### config.mk
export PLATFORM = sky130hd
export DESIGN_NAME = tbv_front
export DESIGN_NICKNAME = d
export VERILOG_FILES = /design/src/rtl/tbv_pkg.sv /design/src/rtl/tbv_front.sv
export SDC_FILE = /design/constraint.sdc
export NUM_CORES = 1
export LEC_CHECK = 0
export ABC_AREA = 0
export BUFFER_PORTS_ARGS = -buffer_cell sky130_fd_sc_hd__buf_2
export CAP_MARGIN = 20
export CORE_MARGIN = 5
export CORE_UTILIZATION = 45
export DETAILED_ROUTE_END_ITERATION = 10
export GPL_TIMING_DRIVEN = 1
export PLACE_DENSITY = 0.75
export SYNTH_ARGS = -nofsm -noshare
export SYNTH_HDL_FRONTEND = slang
export SYNTH_SLANG_ARGS = --single-unit
export TNS_END_PERCENT = 1
### constraint.sdc
create_clock -name clk -period 7.5 [get_ports clk]
set_input_delay 1.5 -clock clk [delete_from_list [all_inputs] [get_ports clk]]
set_output_delay 1.5 -clock clk [all_outputs]
set_load 0.02 [all_outputs]
### src/rtl/tbv_pkg.sv
// Shared types, constants and saturation helpers for the two-body Verlet orbit stepper.
// Used by every module of the block; depends on nothing.
package tbv_pkg;

  // Field widths.
  localparam int POS_W  = 48;
  localparam int VEL_W  = 40;
  localparam int ACC_W  = 48;
  localparam int DT_W   = 32;
  localparam int RAW_W  = 4;
  localparam int STAT_W = 2;

  // Default table size.
  localparam int SATELLITES_DEF = 16;

  // Stream widths (fields packed from bit 0, padded to whole bytes).
  localparam int S_TDATA_W = 184;
  localparam int M_TDATA_W = 152;

  // Reset value of dt: one second in Q16.16.
  localparam logic [DT_W-1:0] DT_RESET = 32'd65536;

  // GM of the central body in m^3/s^2.
  localparam logic [48:0] GM_VALUE = 49'd398600000000000;

  // Acceleration magnitude limit, 2^48.
  localparam logic [48:0] AM_LIM = {1'b1, 48'd0};

  // Width of the shared serial arithmetic unit and its step counter.
  localparam int AW    = 128;
  localparam int CNT_W = 8;

  // Front-to-back queue.
  localparam int QUEUE_DEPTH = 2;
  localparam int QP_W        = 1;

  // Item commands.
  localparam logic CMD_LOAD = 1'b0;
  localparam logic CMD_STEP = 1'b1;

  // Arithmetic unit operations.
  localparam logic [1:0] OP_MUL  = 2'd0;
  localparam logic [1:0] OP_DIV  = 2'd1;
  localparam logic [1:0] OP_SQRT = 2'd2;

  // Result status codes.
  localparam logic [STAT_W-1:0] STAT_OK   = 2'd0;
  localparam logic [STAT_W-1:0] STAT_ZERO = 2'd1;
  localparam logic [STAT_W-1:0] STAT_SAT  = 2'd2;

  // One queued input item.
  typedef struct packed {
    logic             cmd;
    logic [RAW_W-1:0] idx;
    logic [POS_W-1:0] px;
    logic [POS_W-1:0] py;
    logic [VEL_W-1:0] vx;
    logic [VEL_W-1:0] vy;
  } item_t;

  // Request to the serial arithmetic unit.
  typedef struct packed {
    logic             start;
    logic [1:0]       op;
    logic [AW-1:0]    a;
    logic [AW-1:0]    b;
    logic [CNT_W-1:0] nbits;
  } arith_req_t;

  // Response of the serial arithmetic unit.
  typedef struct packed {
    logic          busy;
    logic          done;
    logic [AW-1:0] res;
  } arith_rsp_t;

  // Magnitudes of two's complement values.
  function automatic logic [POS_W-1:0] mag48(input logic [POS_W-1:0] v);
    return v[POS_W-1] ? (~v + 1'b1) : v;
  endfunction

  function automatic logic [VEL_W-1:0] mag40(input logic [VEL_W-1:0] v);
    return v[VEL_W-1] ? (~v + 1'b1) : v;
  endfunction

  // Overflow tests and clamps of a 58-bit signed sum.
  function automatic logic ovf40(input logic [57:0] v);
    return !((&v[57:39]) || !(|v[57:39]));
  endfunction

  function automatic logic [VEL_W-1:0] sat40(input logic [57:0] v);
    if (ovf40(v)) return v[57] ? {1'b1, {(VEL_W-1){1'b0}}} : {1'b0, {(VEL_W-1){1'b1}}};
    return v[VEL_W-1:0];
  endfunction

  function automatic logic ovf48(input logic [57:0] v);
    return !((&v[57:47]) || !(|v[57:47]));
  endfunction

  function automatic logic [POS_W-1:0] sat48(input logic [57:0] v);
    if (ovf48(v)) return v[57] ? {1'b1, {(POS_W-1){1'b0}}} : {1'b0, {(POS_W-1){1'b1}}};
    return v[POS_W-1:0];
  endfunction

endpackage

### src/rtl/tbv_front.sv
// Front end: accepts input beats, unpacks and classifies them into a short queue.
// Depends on tbv_pkg.
module tbv_front
  import tbv_pkg::*;
(
  input  logic                 clk,
  input  logic                 rst,
  input  logic                 s_tvalid,
  output logic                 s_tready,
  input  logic [S_TDATA_W-1:0] s_tdata,
  input  logic                 s_tuser,
  input  logic                 pop,
  output logic                 q_valid,
  output item_t                head
);

  item_t            q_mem [QUEUE_DEPTH];
  logic [QP_W-1:0]  wr_ptr;
  logic [QP_W-1:0]  rd_ptr;
  logic [QP_W:0]    count;
  item_t            in_item;
  logic             push;

  // Unpack one beat; tuser carries the command.
  always_comb begin
    in_item.cmd = s_tuser;
    in_item.idx = s_tdata[3:0];
    in_item.px  = s_tdata[51:4];
    in_item.py  = s_tdata[99:52];
    in_item.vx  = s_tdata[139:100];
    in_item.vy  = s_tdata[179:140];
  end

  assign s_tready = (count != (QP_W+1)'(QUEUE_DEPTH));
  assign push     = s_tvalid && s_tready;
  assign q_valid  = (count != '0);
  assign head     = q_mem[rd_ptr];

  // Queue storage.
  always_ff @(posedge clk) begin
    if (push) begin
      q_mem[wr_ptr] <= in_item;
    end
  end

  // Queue pointers and fill count.
  always_ff @(posedge clk) begin
    if (rst) begin
      wr_ptr <= '0;
      rd_ptr <= '0;
      count  <= '0;
    end else begin
      if (push) wr_ptr <= wr_ptr + 1'b1;
      if (pop) rd_ptr <= rd_ptr + 1'b1;
      if (push && !pop) count <= count + 1'b1;
      else if (pop && !push) count <= count - 1'b1;
    end
  end

  // The back end never takes an item from an empty queue.
  a_pop_nonempty: assert property (@(posedge clk) disable iff (rst) pop |-> count != '0)
    else $error("queue popped while empty");

endmodule

Word-level counts from Yosys, hierarchy flattened
Memories as Yosys holds them, arrays and structs flattened. A register that Yosys moved wholly into a read port is not among the register bits. Cells that the tools add are included.

Output and inout port bits: 183. Bits in writable memories: 362. Bits in registers: 4. Memories kept: 1. Bits of input ports: 189. Logic and storage cells: 22.

Add/sub/neg operators: 4. Equality and inequality tests: 1. Reductions and logical operators: 7. Multiplexer cells: 6.

Memories: q_mem (depth 2, bits a word 181, rd ports 1, clocked after memory_dff 1, wr ports 1, line tbv_front.sv:17) `item_t q_mem [QUEUE_DEPTH];`.

Operators with widths (number): 2-to-1 mux 1 bit (4); 2-to-1 mux 2 bit (2); nonzero test 2 bit (2); logical AND 1 bit (3); adder 1 bit (second input constant) (2); adder 2 x 1 -> 2 bit (second input constant) (1); zero test 1 bit (2); inequality test 2 bit (second input constant) (1); subtractor 2 x 1 -> 2 bit (second input constant) (1).

Logic depth before layout (Yosys ltp)
Word-level depth: 6. Depth in mapped cells: 6. Gate-level depth less buffers: 6.

Worst setup path after synthesis
No wires, ideal clock.

Path type: input -> register. From: in s_tvalid. To: mem q_mem[1][0] (netlist bit) (enable). Setup slack: 1244 ps. Path buffers: 0. Cell stages on the path: 1. Library setup time: 565 ps. Data required time: 6935 ps. Arrival time: 5691 ps. Cell sequence: and3_1.

Word-level cells in the longest chain between the ends: 3.

Ends and longest elaborated chain: from (decl) (line tbv_front.sv:8) `input logic s_tvalid,`; logical AND 1 bit (line tbv_front.sv:35) `assign push = s_tvalid && s_tready;`; 2-to-1 mux 1 bit (line tbv_front.sv:41) `if (push) begin`; 2-to-1 mux 1 bit (implied by the code) (line tbv_front.sv:42) `q_mem[wr_ptr] <= in_item;`; to (decl) (line tbv_front.sv:17).

Every way passes these cells.

==> metrics <==
startpoint class of the critical path=flop; die height=184 um; Yosys top cell area share=between 70% and 80%; Clock Skew=0.0135 ns; hold wc startpoint=count[1]$_SDFFE_PP0P_; M1 wire length=just over 10000 um; synth warn=0; Num Clock Sinks=367; Tcrit/Tclk final=around 53%; Layout area overhead=25.6%; initial core utilization=45.8%; power density over the cells=slightly above 300 mW/mm2; Routed WL=28100 um; Clk pwr share=a little over a third; reg2reg end=q_mem[0][90]$_DFFE_PP_; I/O pins=372; DIE AREA=~0.034 mm2; Final min period=3.97 ns; Internal Dissipation=3.96 mW; # DRC=0; hold endpoint=count[1]$_SDFFE_PP0P_; fmax=252 MHz; met2 wire len=14200 um; FF-to-FF Start=count[0]$_SDFFE_PP0P_; Yosys cell types=20; total global-route track usage=15.7%; Seq/Total Area, Yosys=80.4%; clock buffer depth=3; via count=6844; post-synthesis sequential element count=367; Psw=1.27 mW; share of layout cells above drive strength 1=61.2%; number of global-route vias before repair=between 7000 and 8000; synth top area cells=edfxtp_1 80%, mux2_4 9.9%, mux2_2 7.5%; HP Class=reg -> reg; Power Total=between 5 and 6 mW; WL/cell=20.1 um; combinational share of power=around 16%; TritonCTS clock tree=yes; DR top layer=met5; Post-CTS Repair Setup Buffers=0; routability cong.=0.726; Starting DRT DRC Count=455; CP arrival=2.47 ns; port buffer count=367; number of antenna violations at the first check in global routing=6; Rel. slew slack=31.3%; clk root buf=clkbuf_16; Critical Path RT=roughly 6 ns; grt ovf=0; largest net degree at the start of global routing=104; CORE AREA=0.0298 mm2; hold-fix buffers at CTS=0; cell count after placement=about 1300; # nets final=approximately 1200; unrepaired setup endpoints after global routing=false; Fin. Hold Viols=0; final non-filler cell total=1399; DRT Pass-1 Iters=4; worst vdd ir=between 0.2 and 0.25 mV; syn nets=between 700 and 800; Skew-Pair Late Insertion Delay=0.51 ns; Switching Fraction=24.3%; layout filler cell count=2263; register share of total power=48.6%; Resized Gates After CTS=0; post-synth top area cell=edfxtp_1; first-pass GRT wire length=41000 um; WHS Path Cells=2; Die Wd=between 150 and 200 um; WS Path Type=reg -> out; DRT antenna net count=0; CP Capture Type=output pin; status=completed; total negative slack=0 ns; mapped cell area=0.0136 mm2; post-DR vias/cell=4.89; Leak=between 6 and 7 nW; endpoints failing setup=0; clk slew on worst S/H paths=0.06 ns; standard-cell rows=63; Synth Area per Inst=about 23 um2; metal3 WL=2860 um; CP Max Fanout=61; R2R Setup Slk=about 4.8 ns; Final Max Tran Viols=0; Mapped Cells=587; DP Wirelength=19100 um; max_cap viols=0; worst-margin pin slew=1.03 ns; CTS Buf Count=38; R2R cell count=4; H-tree levels=2
==> state kept, by name, indices dropped and copies added, names as in the netlist, named ones only <==
register	cells
count	2
rd_ptr	1
q_mem	362
wr_ptr	1
==> logic make-up (layout without fill, tap and decap cells) <==
family	after synthesis	count (layout)	share of synthesized area [%]
flops	367	367	80.4
mux	181	181	17.4
buf+inv	22	440	1.29
simple gates	9	9	0.367
compound gates	4	4	0.183
xor+xnor	3	3	0.193
fa+ha+maj	1	1	0.0917
other cells	0	4	0
==> worst max path at each step <==
stage,start,endpoint
CTS,flop,head[43]
finish,flop,head[43]
detailed placement,s_tvalid,q_mem[0][159]$_DFFE_PP_
global route,flop,head[159]
global placement,s_tvalid,q_mem[0][128]$_DFFE_PP_
floorplan,s_tvalid,q_mem[1][0]$_DFFE_PP_
==> synth_stat cells, drive strengths merged <==
library cell	number
edfxtp	362
mux2	181
buf	20
dfxtp	5
nor2	3
a21oi	2
inv	2
xor2	2
a21bo	1
and2	1
and3	1
ha	1
nand2b	1
nand3b	1
o21ai	1
or2	1
or3	1
xnor2	1
==> power by group through the flow <==
| stage | clock (mW) | sequential, mW | combinational (mW) |
|---|---|---|---|
| floorplan | 0 | 2.60 | 0.548 |
| global placement | 0 | 2.57 | 0.817 |
| detailed placement | 0 | 2.59 | 0.826 |
| CTS | 1.92 | 2.54 | 0.830 |
| global route | 2.02 | 2.56 | 0.866 |
| finish | 1.87 | 2.54 | 0.813 |
==> area by class of cell <==
type / count / area (um2) / area share (%)
Antenna cell: 4 / 10.0 / 0.0584
Clock buffer: 44 / 1010 / 5.92
Clock inverter: 21 / 239 / 1.40
Inverter: 2 / 12.5 / 0.0731
Multi-Input combinational cell: 198 / 2490 / 14.6
Sequential cell: 367 / 11000 / 64.1
Tap cell: 390 / 488 / 2.85
Timing Repair Buffer: 373 / 1890 / 11.1
==> critical path: stages, from the launching register on <==
cell and delay, ns:
dfxtp_4 0.51, buf_4 0.78, mux2_2 0.42, buf_2 0.16
==> cell usage in the layout, fill, tap and decap left out <==
master	count
clkinv_1	6
buf_4	5
or2_2	1
inv_6	4
clkinvlp_4	2
a21oi_1	2
xnor2_1	1
clkbuf_1	3
nand2b_1	1
mux2_4	90
mux2_2	91
bufinv_16	5
or3_1	1
buf_2	367
ha_1	1
edfxtp_1	362
a21bo_2	1
diode_2	4
clkbuf_16	39
dfxtp_4	1
buf_12	1
o21ai_0	1
dfxtp_1	4
nand3b_1	1
xor2_1	2
inv_1	1
and2_1	1
clkinv_2	5
clkbuf_8	2
and3_4	1
nor2_1	3
==> per-layer routing <==
layer / GRT usage (%) / vias up
met5: 0 / -
met1: 18.1 / 3349
met4: 5.09 / 8
li1: - / 3130
met2: 27.5 / 292
met3: 5.62 / 65
==> per-stage QoR <==
stage	worst slack [ns]	utilization, %	area (um2)	hold WS, ns
global placement	3.74	53.2	15900	0.487
detailed placement	3.75	53.2	15900	0.500
global route	3.41	57.5	17100	0.575
finish	3.53	57.5	17100	0.505
floorplan	1.24	-	13600	0.461
CTS	3.46	57.4	17100	0.512
No activity file was read; power rests on OpenSTA's default activity.
